==> src/hw/rtl/gps_time_calendar_converter_macros.svh <==
// ---------------------------------------------------------------------------
// GPS time / calendar converter assertion macros
// Concurrent checks shared by the converter RTL, clocked and reset-gated.
// ---------------------------------------------------------------------------
`ifndef GPS_TIME_CALENDAR_CONVERTER_MACROS_SVH
`define GPS_TIME_CALENDAR_CONVERTER_MACROS_SVH

// Same-cycle implication.
`define GTCC_ASSERT(label, clk, rst_n, ante, cons, msg) \
    label: assert property (@(posedge clk) disable iff (!rst_n) (ante) |-> (cons)) \
        else $error(msg);

// Next-cycle implication.
`define GTCC_ASSERT_NEXT(label, clk, rst_n, ante, cons, msg) \
    label: assert property (@(posedge clk) disable iff (!rst_n) (ante) |=> (cons)) \
        else $error(msg);

`endif

==> src/hw/rtl/gtcc_pkg.sv <==
// ---------------------------------------------------------------------------
// GPS time / calendar converter package
// Field layout, command codes, scaled-integer constants and month table.
// ---------------------------------------------------------------------------
package gtcc_pkg;

    localparam int WEEK_BITS_DEF = 13;

    // field widths
    localparam int YEAR_W  = 12;
    localparam int MONTH_W = 4;
    localparam int DAY_W   = 5;
    localparam int HOUR_W  = 5;
    localparam int MIN_W   = 6;
    localparam int MS_W    = 16;
    localparam int WEEK_W  = 13;
    localparam int WMS_W   = 30;

    localparam int FIELDS_W = YEAR_W + MONTH_W + DAY_W + HOUR_W + MIN_W + MS_W
                              + WEEK_W + WMS_W;
    localparam int TDATA_W  = ((FIELDS_W + 7) / 8) * 8;
    localparam int TUSER_W  = 1;

    // command and status codes
    localparam logic CMD_TO_GPS = 1'b0;
    localparam logic CMD_TO_CAL = 1'b1;
    localparam logic ST_OK      = 1'b0;
    localparam logic ST_RANGE   = 1'b1;

    // input item, year in the lowest bits
    typedef struct packed {
        logic [WMS_W-1:0]   week_ms;
        logic [WEEK_W-1:0]  week;
        logic [MS_W-1:0]    second_ms;
        logic [MIN_W-1:0]   minute;
        logic [HOUR_W-1:0]  hour;
        logic [DAY_W-1:0]   day;
        logic [MONTH_W-1:0] month;
        logic [YEAR_W-1:0]  year;
    } t_item;

    // result item, out_year in the lowest bits
    typedef struct packed {
        logic [WMS_W-1:0]   out_week_ms;
        logic [WEEK_W-1:0]  out_week;
        logic [MS_W-1:0]    out_second_ms;
        logic [MIN_W-1:0]   out_minute;
        logic [HOUR_W-1:0]  out_hour;
        logic [DAY_W-1:0]   out_day;
        logic [MONTH_W-1:0] out_month;
        logic [YEAR_W-1:0]  out_year;
    } t_result;

    // time constants
    localparam logic [26:0] MS_PER_DAY  = 27'd86400000;
    localparam logic [21:0] MS_PER_HOUR = 22'd3600000;
    localparam logic [15:0] MS_PER_MIN  = 16'd60000;

    // two-digit year handling
    localparam logic [YEAR_W-1:0] YEAR_2DIG_LIM = 12'd100;
    localparam logic [YEAR_W-1:0] YEAR_PIVOT    = 12'd80;
    localparam logic [YEAR_W-1:0] CENT_19       = 12'd1900;
    localparam logic [YEAR_W-1:0] CENT_20       = 12'd2000;

    localparam logic [MONTH_W-1:0] MONTH_FEB = 4'd2;
    localparam logic [MONTH_W-1:0] MONTH_MAR = 4'd3;
    localparam logic [4:0]         MONTHS_YR = 5'd12;
    localparam logic [4:0]         E_WRAP    = 5'd14;

    // calendar to day count: MJD offset 679019 plus GPS epoch MJD 44244
    localparam logic [20:0] CAL_DAY_OFF  = 21'd723263;
    // day count to calendar: epoch MJD 44244 + 2400001 + 1537
    localparam logic [21:0] CAL_B_OFF    = 22'd2445782;
    localparam logic [28:0] CAL_C_SUB    = 29'd12210;
    localparam logic [12:0] CAL_YEAR_OFF = 13'd4715;
    localparam logic [9:0]  DAYS_PER_YR  = 10'd365;

    // reciprocal multipliers, exact over the operand ranges used
    localparam int DIV7_SH = 23;
    localparam longint unsigned DIV7_M = ((64'd1 << DIV7_SH) + 64'd6) / 64'd7;

    localparam int DAY_PRE = 10;   // 86400000 = 2^10 * 84375
    localparam int DAY_SH  = 37;
    localparam longint unsigned DAY_ODD = 64'd84375;
    localparam longint unsigned DAY_M = ((64'd1 << DAY_SH) + DAY_ODD - 64'd1) / DAY_ODD;

    localparam int HR_PRE = 7;     // 3600000 = 2^7 * 28125
    localparam int HR_SH  = 35;
    localparam longint unsigned HR_ODD = 64'd28125;
    localparam longint unsigned HR_M = ((64'd1 << HR_SH) + HR_ODD - 64'd1) / HR_ODD;

    localparam int MIN_PRE = 5;    // 60000 = 2^5 * 1875
    localparam int MIN_SH  = 28;
    localparam longint unsigned MIN_ODD = 64'd1875;
    localparam longint unsigned MIN_M = ((64'd1 << MIN_SH) + MIN_ODD - 64'd1) / MIN_ODD;

    localparam int C_SH = 44;      // divide by 36525
    localparam longint unsigned C_DIV = 64'd36525;
    localparam longint unsigned C_M = ((64'd1 << C_SH) + C_DIV - 64'd1) / C_DIV;

    // floor(30.6001 * k)
    function automatic logic [8:0] f_month_floor(input logic [4:0] k);
        case (k)
            5'd1:    return 9'd30;
            5'd2:    return 9'd61;
            5'd3:    return 9'd91;
            5'd4:    return 9'd122;
            5'd5:    return 9'd153;
            5'd6:    return 9'd183;
            5'd7:    return 9'd214;
            5'd8:    return 9'd244;
            5'd9:    return 9'd275;
            5'd10:   return 9'd306;
            5'd11:   return 9'd336;
            5'd12:   return 9'd367;
            5'd13:   return 9'd397;
            5'd14:   return 9'd428;
            5'd15:   return 9'd459;
            5'd16:   return 9'd489;
            default: return 9'd0;
        endcase
    endfunction

endpackage

==> src/hw/rtl/gps_time_calendar_converter.sv <==
// ---------------------------------------------------------------------------
// GPS time / calendar converter: calendar date <-> GPS week and ms of week
// Pipeline: 7 register stages from input transaction to result valid.
// Throughput: one transaction per cycle while the output is not stalled, set by the fully pipelined datapath.
// Reset: synchronous active-low i_rst_n clears the stage valid bits only.
// ---------------------------------------------------------------------------
`include "gps_time_calendar_converter_macros.svh"

module gps_time_calendar_converter #(
    parameter int WEEK_BITS = gtcc_pkg::WEEK_BITS_DEF
) (
    input  logic                         i_clk,
    input  logic                         i_rst_n,
    // slave side
    input  logic                         i_s_axis_tvalid,
    output logic                         o_s_axis_tready,
    // tdata: year, month, day, hour, minute, second_ms, week, week_ms, zero pad
    input  logic [gtcc_pkg::TDATA_W-1:0] i_s_axis_tdata,
    // tuser: command
    input  logic [gtcc_pkg::TUSER_W-1:0] i_s_axis_tuser,
    // master side
    output logic                         o_m_axis_tvalid,
    input  logic                         i_m_axis_tready,
    // tdata: out_year, out_month, out_day, out_hour, out_minute, out_second_ms,
    //        out_week, out_week_ms, zero pad
    output logic [gtcc_pkg::TDATA_W-1:0] o_m_axis_tdata,
    // tuser: status
    output logic [gtcc_pkg::TUSER_W-1:0] o_m_axis_tuser
);

    import gtcc_pkg::*;

    localparam int N_STAGES = 7;

    // Both directions travel side by side through every stage; the command
    // bit picks the lane at the output register.
    //
    // Calendar to GPS lane:
    //   s1  year mapping, month fold, time of day in ms
    //   s2  365*y + y/4 + floor(30.6001*(m+1)) + day; fold time of day into a day
    //   s3  remove MJD and epoch offsets, flag dates before the epoch
    //   s4  days / 7 by reciprocal
    //   s5  day of week, week range check
    //   s6  ms of week
    // GPS to calendar lane:
    //   s1  week*7, ms / day by reciprocal
    //   s2  shifted day number b, ms of day
    //   s3  100*b - 12210, hour by reciprocal
    //   s4  c = year-ish count by reciprocal, ms remainder of hour
    //   s5  day of year x = b - floor(365.25c), minute by reciprocal
    //   s6  month index e by threshold search, seconds in ms
    //   s7  month, day and year decode

    typedef struct packed {
        logic        cmd;
        logic [11:0] y;
        logic [4:0]  k;
        logic [4:0]  day;
        logic [26:0] tod;
        logic [15:0] wk7;
        logic        wk_err;
        logic [29:0] wms;
        logic [3:0]  dq;
    } t_s1;

    typedef struct packed {
        logic        cmd;
        logic [20:0] yd;
        logic        tod_ge;
        logic [26:0] tod_rem;
        logic        wk_err;
        logic [21:0] b;
        logic [26:0] msday;
    } t_s2;

    typedef struct packed {
        logic        cmd;
        logic        neg;
        logic [19:0] td;
        logic [26:0] tod_rem;
        logic        wk_err;
        logic [21:0] b;
        logic [27:0] nc;
        logic [26:0] msday;
        logic [4:0]  hour;
    } t_s3;

    typedef struct packed {
        logic        cmd;
        logic        neg;
        logic [19:0] td;
        logic [16:0] wq;
        logic [26:0] tod_rem;
        logic        wk_err;
        logic [21:0] b;
        logic [12:0] c;
        logic [4:0]  hour;
        logic [21:0] rem_h;
    } t_s4;

    typedef struct packed {
        logic        cmd;
        logic        err0;
        logic [2:0]  dow;
        logic [12:0] wq;
        logic [26:0] tod_rem;
        logic        wk_err;
        logic [8:0]  x;
        logic [12:0] c;
        logic [4:0]  hour;
        logic [5:0]  minute;
        logic [21:0] rem_h;
    } t_s5;

    typedef struct packed {
        logic        cmd;
        logic        err0;
        logic [12:0] wq;
        logic [29:0] week_ms;
        logic        wk_err;
        logic [4:0]  e;
        logic [8:0]  x;
        logic [12:0] c;
        logic [4:0]  hour;
        logic [5:0]  minute;
        logic [15:0] sec;
    } t_s6;

    typedef struct packed {
        logic    cmd;
        logic    status;
        t_result res;
    } t_s7;

    // pipeline control
    logic [N_STAGES:1] r_vld;
    logic [N_STAGES:1] w_rdy;

    t_s1 r_s1, n_s1;
    t_s2 r_s2, n_s2;
    t_s3 r_s3, n_s3;
    t_s4 r_s4, n_s4;
    t_s5 r_s5, n_s5;
    t_s6 r_s6, n_s6;
    t_s7 r_s7, n_s7;

    // datapath intermediates
    t_item       w_in;
    logic [11:0] w_y4;
    logic [40:0] w_day_prod;
    logic [20:0] w_sum;
    logic [40:0] w_hr_prod;
    logic [56:0] w_c_prod;
    logic [40:0] w_wq_prod;
    logic [21:0] w_d;
    logic [34:0] w_min_prod;
    logic [3:0]  w_mo;

    // A stage takes new data when it is empty or its contents move on, so
    // a stalled output holds every stage and loses nothing.
    always_comb begin
        w_rdy[N_STAGES] = !r_vld[N_STAGES] || i_m_axis_tready;
        for (int s = N_STAGES - 1; s >= 1; s--) begin
            w_rdy[s] = !r_vld[s] || w_rdy[s+1];
        end
    end

    assign o_s_axis_tready = w_rdy[1];

    // ---------------- stage 1 ----------------
    assign w_in = t_item'(i_s_axis_tdata[FIELDS_W-1:0]);

    always_comb begin
        if (w_in.year < YEAR_2DIG_LIM) begin
            w_y4 = (w_in.year < YEAR_PIVOT) ? w_in.year + CENT_20 : w_in.year + CENT_19;
        end else begin
            w_y4 = w_in.year;
        end

        n_s1.cmd = i_s_axis_tuser[0];
        // January and February count as months 13 and 14 of the year before
        if (w_in.month <= MONTH_FEB) begin
            n_s1.y = w_y4 - 12'd1;
            n_s1.k = 5'(w_in.month) + MONTHS_YR + 5'd1;
        end else begin
            n_s1.y = w_y4;
            n_s1.k = 5'(w_in.month) + 5'd1;
        end
        n_s1.day = w_in.day;
        n_s1.tod = 27'(w_in.hour) * 27'(MS_PER_HOUR) + 27'(w_in.minute) * 27'(MS_PER_MIN)
                   + 27'(w_in.second_ms);

        n_s1.wk7    = 16'(w_in.week) * 16'd7;
        n_s1.wk_err = (32'(w_in.week) >> WEEK_BITS) != 32'd0;
        n_s1.wms    = w_in.week_ms;
        w_day_prod  = 41'(w_in.week_ms[WMS_W-1:DAY_PRE]) * 41'(DAY_M);
        n_s1.dq     = w_day_prod[DAY_SH +: 4];
    end

    // ---------------- stage 2 ----------------
    always_comb begin
        n_s2.cmd = r_s1.cmd;
        // floor(365.25*y) is 365*y + y/4 exactly
        n_s2.yd = 21'(r_s1.y) * 21'(DAYS_PER_YR) + 21'(r_s1.y >> 2)
                  + 21'(f_month_floor(r_s1.k)) + 21'(r_s1.day);
        // oversized time fields never reach two whole days
        n_s2.tod_ge  = r_s1.tod >= MS_PER_DAY;
        n_s2.tod_rem = n_s2.tod_ge ? r_s1.tod - MS_PER_DAY : r_s1.tod;

        n_s2.wk_err = r_s1.wk_err;
        n_s2.b      = 22'(r_s1.wk7) + 22'(r_s1.dq) + CAL_B_OFF;
        n_s2.msday  = 27'(r_s1.wms - 30'(r_s1.dq) * 30'(MS_PER_DAY));
    end

    // ---------------- stage 3 ----------------
    always_comb begin
        n_s3.cmd     = r_s2.cmd;
        w_sum        = r_s2.yd + 21'(r_s2.tod_ge);
        n_s3.neg     = w_sum < CAL_DAY_OFF;
        n_s3.td      = 20'(w_sum - CAL_DAY_OFF);
        n_s3.tod_rem = r_s2.tod_rem;

        n_s3.wk_err = r_s2.wk_err;
        n_s3.b      = r_s2.b;
        n_s3.nc     = 28'(29'(r_s2.b) * 29'd100 - CAL_C_SUB);
        n_s3.msday  = r_s2.msday;
        w_hr_prod   = 41'(r_s2.msday[26:HR_PRE]) * 41'(HR_M);
        n_s3.hour   = w_hr_prod[HR_SH +: HOUR_W];
    end

    // ---------------- stage 4 ----------------
    always_comb begin
        n_s4.cmd     = r_s3.cmd;
        n_s4.neg     = r_s3.neg;
        n_s4.td      = r_s3.td;
        w_wq_prod    = 41'(r_s3.td) * 41'(DIV7_M);
        n_s4.wq      = w_wq_prod[DIV7_SH +: 17];
        n_s4.tod_rem = r_s3.tod_rem;

        n_s4.wk_err = r_s3.wk_err;
        n_s4.b      = r_s3.b;
        w_c_prod    = 57'(r_s3.nc) * 57'(C_M);
        n_s4.c      = w_c_prod[C_SH +: 13];
        n_s4.hour   = r_s3.hour;
        n_s4.rem_h  = 22'(r_s3.msday - 27'(r_s3.hour) * 27'(MS_PER_HOUR));
    end

    // ---------------- stage 5 ----------------
    always_comb begin
        n_s5.cmd     = r_s4.cmd;
        n_s5.dow     = 3'(r_s4.td - 20'(r_s4.wq) * 20'd7);
        n_s5.err0    = r_s4.neg || ((32'(r_s4.wq) >> WEEK_BITS) != 32'd0);
        n_s5.wq      = r_s4.wq[WEEK_W-1:0];
        n_s5.tod_rem = r_s4.tod_rem;

        n_s5.wk_err = r_s4.wk_err;
        w_d         = 22'(r_s4.c) * 22'(DAYS_PER_YR) + 22'(r_s4.c >> 2);
        n_s5.x      = 9'(r_s4.b - w_d);
        n_s5.c      = r_s4.c;
        n_s5.hour   = r_s4.hour;
        w_min_prod  = 35'(r_s4.rem_h[21:MIN_PRE]) * 35'(MIN_M);
        n_s5.minute = w_min_prod[MIN_SH +: MIN_W];
        n_s5.rem_h  = r_s4.rem_h;
    end

    // ---------------- stage 6 ----------------
    always_comb begin
        n_s6.cmd     = r_s5.cmd;
        n_s6.err0    = r_s5.err0;
        n_s6.wq      = r_s5.wq;
        n_s6.week_ms = 30'(r_s5.dow) * 30'(MS_PER_DAY) + 30'(r_s5.tod_rem);

        n_s6.wk_err = r_s5.wk_err;
        // e = floor(x / 30.6001): highest k whose threshold x exceeds
        n_s6.e = 5'd0;
        for (int k = 1; k <= 16; k++) begin
            if (r_s5.x > f_month_floor(5'(k))) begin
                n_s6.e = 5'(k);
            end
        end
        n_s6.x      = r_s5.x;
        n_s6.c      = r_s5.c;
        n_s6.hour   = r_s5.hour;
        n_s6.minute = r_s5.minute;
        n_s6.sec    = 16'(r_s5.rem_h - 22'(r_s5.minute) * 22'(MS_PER_MIN));
    end

    // ---------------- stage 7: result select ----------------
    always_comb begin
        w_mo = (r_s6.e >= E_WRAP) ? 4'(r_s6.e - (E_WRAP - 5'd1)) : 4'(r_s6.e - 5'd1);

        n_s7.cmd    = r_s6.cmd;
        n_s7.status = ST_OK;
        n_s7.res    = '0;
        if (r_s6.cmd == CMD_TO_GPS) begin
            if (r_s6.err0) begin
                n_s7.status = ST_RANGE;
            end else begin
                n_s7.res.out_week    = r_s6.wq;
                n_s7.res.out_week_ms = r_s6.week_ms;
            end
        end else begin
            if (r_s6.wk_err) begin
                n_s7.status = ST_RANGE;
            end else begin
                n_s7.res.out_month     = w_mo;
                n_s7.res.out_day       = 5'(r_s6.x - f_month_floor(r_s6.e));
                n_s7.res.out_year      = 12'(r_s6.c - CAL_YEAR_OFF
                                             - 13'(w_mo >= MONTH_MAR));
                n_s7.res.out_hour      = r_s6.hour;
                n_s7.res.out_minute    = r_s6.minute;
                n_s7.res.out_second_ms = r_s6.sec;
            end
        end
    end

    // valid bits
    always_ff @(posedge i_clk) begin
        if (!i_rst_n) begin
            r_vld <= '0;
        end else begin
            if (w_rdy[1]) begin
                r_vld[1] <= i_s_axis_tvalid;
            end
            for (int s = 2; s <= N_STAGES; s++) begin
                if (w_rdy[s]) begin
                    r_vld[s] <= r_vld[s-1];
                end
            end
        end
    end

    // payload, no reset
    always_ff @(posedge i_clk) begin
        if (w_rdy[1]) begin
            r_s1 <= n_s1;
        end
        if (w_rdy[2]) begin
            r_s2 <= n_s2;
        end
        if (w_rdy[3]) begin
            r_s3 <= n_s3;
        end
        if (w_rdy[4]) begin
            r_s4 <= n_s4;
        end
        if (w_rdy[5]) begin
            r_s5 <= n_s5;
        end
        if (w_rdy[6]) begin
            r_s6 <= n_s6;
        end
        if (w_rdy[7]) begin
            r_s7 <= n_s7;
        end
    end

    assign o_m_axis_tvalid = r_vld[N_STAGES];
    assign o_m_axis_tdata  = TDATA_W'(r_s7.res);
    assign o_m_axis_tuser  = TUSER_W'(r_s7.status);

    // ---------------- assertions ----------------
    `GTCC_ASSERT(a_range_zeroes_fields, i_clk, i_rst_n, o_m_axis_tvalid && r_s7.status == ST_RANGE, r_s7.res == '0, "range error result carries non-zero fields")
    `GTCC_ASSERT(a_gps_no_calendar, i_clk, i_rst_n, o_m_axis_tvalid && r_s7.cmd == CMD_TO_GPS, r_s7.res.out_year == '0 && r_s7.res.out_month == '0 && r_s7.res.out_day == '0 && r_s7.res.out_hour == '0 && r_s7.res.out_minute == '0 && r_s7.res.out_second_ms == '0, "calendar fields set on GPS result")
    `GTCC_ASSERT(a_cal_month_day, i_clk, i_rst_n, o_m_axis_tvalid && r_s7.cmd == CMD_TO_CAL && r_s7.status == ST_OK, r_s7.res.out_month >= 4'd1 && r_s7.res.out_month <= 4'd12 && r_s7.res.out_day != '0 && r_s7.res.out_week == '0 && r_s7.res.out_week_ms == '0, "calendar result malformed")
    `GTCC_ASSERT(a_empty_tail_ready, i_clk, i_rst_n, !r_vld[N_STAGES], o_s_axis_tready, "input stalled with empty output stage")
    `GTCC_ASSERT_NEXT(a_entry_valid, i_clk, i_rst_n, i_s_axis_tvalid && o_s_axis_tready, r_vld[1], "accepted transaction did not enter stage 1")

endmodule
==> config.mk <==
export PLATFORM = sky130hd
export DESIGN_NAME = gps_time_calendar_converter
export DESIGN_NICKNAME = d
export VERILOG_FILES = /design/src/hw/rtl/gtcc_pkg.sv /design/src/hw/rtl/gps_time_calendar_converter.sv
export VERILOG_INCLUDE_DIRS = /design/src /design/src/hw/rtl
export SDC_FILE = /design/constraint.sdc
export NUM_CORES = 2
export LEC_CHECK = 0
export BUFFER_PORTS_ARGS = -buffer_cell sky130_fd_sc_hd__buf_2
export CAP_MARGIN = 30
export CORE_ASPECT_RATIO = 0.8
export CORE_UTILIZATION = 45
export DETAILED_ROUTE_END_ITERATION = 10
export GPL_ROUTABILITY_DRIVEN = 1
export GPL_TIMING_DRIVEN = 0
export SYNTH_ARGS = -nofsm -noshare
export SYNTH_HDL_FRONTEND = slang
export SYNTH_SLANG_ARGS = --single-unit
==> constraint.sdc <==
create_clock -name i_clk -period 10.35 [get_ports i_clk]
set_clock_uncertainty 0.05 [all_clocks]
set_input_delay 2.07 -clock i_clk [delete_from_list [all_inputs] [get_ports i_clk]]
set_output_delay 2.07 -clock i_clk [all_outputs]
set_load 0.02 [all_outputs]
==> results.md <==
* Placed cell area at around 0.08 mm2
* CTS Root Cell: clkbuf_16
* Met1 usage at 27.8%
* CTS tree: built
* GR peak layer: met2
* Total CTS buffers at 83
* CP required at between 10 and 15 ns
* Finished Cell Area at between 0.08 and 0.09 mm2
* Top cells by count, synth: 1,705 x inv_1, 1,389 x ha_1, 931 x fa_1, 679 x edfxtp_1, 274 x xnor2_1
* Final nets at roughly 9,400
* CP endpoint kind: register
* CTS Sinks at 700
* DPL Wire Length at 136 mm
* Clock Path Buffers at 3
* Most numerous cell in the Yosys netlist: inv_1
* Largest net degree at the start of global routing at 79
* CP max stage delay at between 0.9 and 1 ns
* Final ANT Viol Nets at 0
* Initial Util at 45.4%
* PortBufs at between 150 and 200
* Outcome: completed
* Buf+Inv Stages, Crit Path at 6
* Core footprint at 0.167 mm2
* Cts-stage hold buffer count at 0
* CTS resizes at 0
* Die Footprint at 0.170 mm2
* Critical-path top delay cell: edfxtp_1
* WL/cell at 17.2 um
* Warnings, synthesis at 0
* Min-Delay Path Class: reg -> reg
* Met3 Use GR at 3.14%
* Setup TNS at 0 ns
* Final hold viol count at 0
* Worst skew pair latency at 0.69 ns
* Post-CTS Setup Inserts at 0
* RSZ-0062 raised after global routing: no
* TritonRoute pass-1 iters at 5
* GP Congestion at 0.938
* DIE HEIGHT at ~370 um
* DP Cell Count at around 9,200
* Main synth FF type: edfxtp_1
* Synthesized cell area at 0.0758 mm2
* Residual DRC at 0
* Total track usage at 19.7%
* Critical path, cell by cell: inv_1 -> fa_1 -> inv_1 -> ha_1 -> fa_1 -> inv_1 -> fa_1 -> inv_1 -> fa_1 -> fa_1 -> inv_1 -> fa_1 -> inv_1 -> ha_1 -> a211oi_1 -> o311ai_0 -> o2111ai_1 -> o211ai_1 -> a21oi_2 -> nor2b_1 -> a31o_2 -> a21oi_2 -> xnor2_1
* Htree depth at 3
* Max Transition Viols Final at 0
* Die W at 461 um
* Synthesized area per cell at 11.3 um2
* Sequential fraction of the synthesis area at a little over a quarter
* Vias at 45,800
* Measured slew at the worst slew-check pin at 0.904 ns
* Number of synthesized flops with an enable pin at ~680
* Library cells used by synthesis at 88
* CP top delay family: adder cells
* Layout area overhead at 8.97%
* Area share of the largest cell type after synthesis at a little over a quarter
* Vias in the first global route at 48,300
* Initial DRC count at 2,098
* Finished Layout Cells at 9,320
* Critical path class: reg -> reg
* Max-slew headroom at 39.8%
* Layout cells sized above 1 at 5.54%
* Final setup viols at 0
* Clk pin slew, worst setup/hold paths at roughly 0.06 ns
* Initial antenna violation count at 3
* CP arrival at 8.25 ns
* GRT met2 Usage at 31.4%
* Leading area contributor after synthesis: edfxtp_1
* Grt ovf at 0
* Achievable Freq at 127 MHz
* Crit path time final at 7.86 ns
* Mapped Cells at around 6,700
* Max cap viols at 0
* Final period utilization at 76.0%
* Synth Register Bits at 700
* I/O Pins at 200
* Ranking of synthesized cells by area: edfxtp_1 27%, fa_1 25%, ha_1 23%
* Final WL at around 160 mm
* First-pass GRT wire length at 261 mm
* Drt via density at between 4 and 5
* Worst Path Max Fanout at 10
* Startpoint Class: register
* Post-synth ARST share at 0%
* Row Count at 134
* Setup ws final at 2.49 ns
* Worst slack, placed at 1.89 ns
==> metal layers <==
| layer | vias up | part of all wire, % | routed length (um) |
|---|---|---|---|
| met2 | 715 | 46 | 72900 |
| met4 | 0 | 2.6 | 4140 |
| met3 | 182 | 4.4 | 7110 |
| met5 | - | 0 | 0 |
| li1 | 22500 | - | - |
| met1 | 22500 | 47 | 76000 |
==> worst reg2reg max path: cells and delay by family (launching register included) <==
kind | cells | cell delay (ns)
xor gates and xnor gates | 1 | 0.07
buffers and inverters | 6 | 0.61
DFF | 1 | 0.93
and+or+nand+nor | 1 | 0.13
AOI/OAI and AO/OA | 7 | 1.87
adders and majority gates | 8 | 3.95
==> cell usage in the layout, fill, tap and decap left out, types with 13 or more instances in the layout <==
| master | instances |
|---|---|
| dfxtp_1 | 21 |
| or3_1 | 20 |
| nand4_1 | 23 |
| o31ai_1 | 13 |
| and4_1 | 13 |
| a211oi_1 | 35 |
| inv_1 | 1702 |
| nor2_1 | 192 |
| nor2b_1 | 53 |
| xnor2_1 | 274 |
| and3_1 | 23 |
| and2_1 | 106 |
| a211o_1 | 13 |
| nand2b_1 | 31 |
| nor3_1 | 60 |
| xor2_1 | 99 |
| a21boi_0 | 23 |
| clkbuf_1 | 52 |
| edfxtp_1 | 679 |
| o21bai_1 | 31 |
| clkinv_1 | 13 |
| or2_2 | 22 |
| o21a_1 | 42 |
| ha_1 | 1389 |
| nand2_1 | 166 |
| a21oi_1 | 209 |
| clkbuf_16 | 84 |
| o211ai_1 | 16 |
| a31oi_1 | 22 |
| a21o_1 | 89 |
| fa_1 | 931 |
| nand3_1 | 61 |
| buf_2 | 195 |
| o21ai_0 | 136 |
==> metrics by stage <==
step	hold WS, ns	utilization, %
finish	0.359	49.4
global route	0.370	49.4
CTS	0.361	49.4
detailed placement	0.355	47.8
global placement	0.350	47.6
floorplan	0.350	-
==> final cells by class <==
cell class                 instances  area, um2
antenna                            1       2.50
buffer                            52        220
clock buffer                     101       2190
clock inverter                    54        588
fill                           15100      84500
inverter                        1706       6420
multi-input combinational       4263      48500
sequential                       700      20800
tap                             2244       2810
timing repair buffer             199       1160
==> registers in the layout, summed over array words and instances, names as in the netlist, 7 cells and up, named ones only <==
signal,count
r_s1,96
r_s6,93
o_m_axis_tdata,91
n_s5,80
n_s3,73
n_s4,63
r_s3,48
n_s6,47
r_s5,46
r_s2,22
r_s4,17
r_vld,7
==> path summary, 6_finish.rpt <==
check	startpoint	to	slack, ns	cells past startpoint
worst max register to register	r_s3[52]	n_s5[44]	2.49	23
worst min-delay path	n_s4[69]	n_s5[62]	0.36	0
worst max-delay path	r_s3[52]	n_s5[44]	2.49	23
worst min register to register	n_s4[69]	n_s5[62]	0.36	0
==> cells by family after synthesis <==
family                   Yosys count  share of synthesized area [%]
AO/OA/AOI/OAI                    735                           6.33
XOR/XNOR                         373                           4.31
adder cells (fa/ha/maj)         2320                           47.5
buffers and inverters           1758                           8.73
flip-flops                       700                           27.4
multiplexers                      10                          0.152
other                              1                        0.00494
AND/OR/NAND/NOR                  819                           5.55
Power is not shown: default switching activity piles up to over one toggle a cycle in this logic, so the estimate is an artifact.
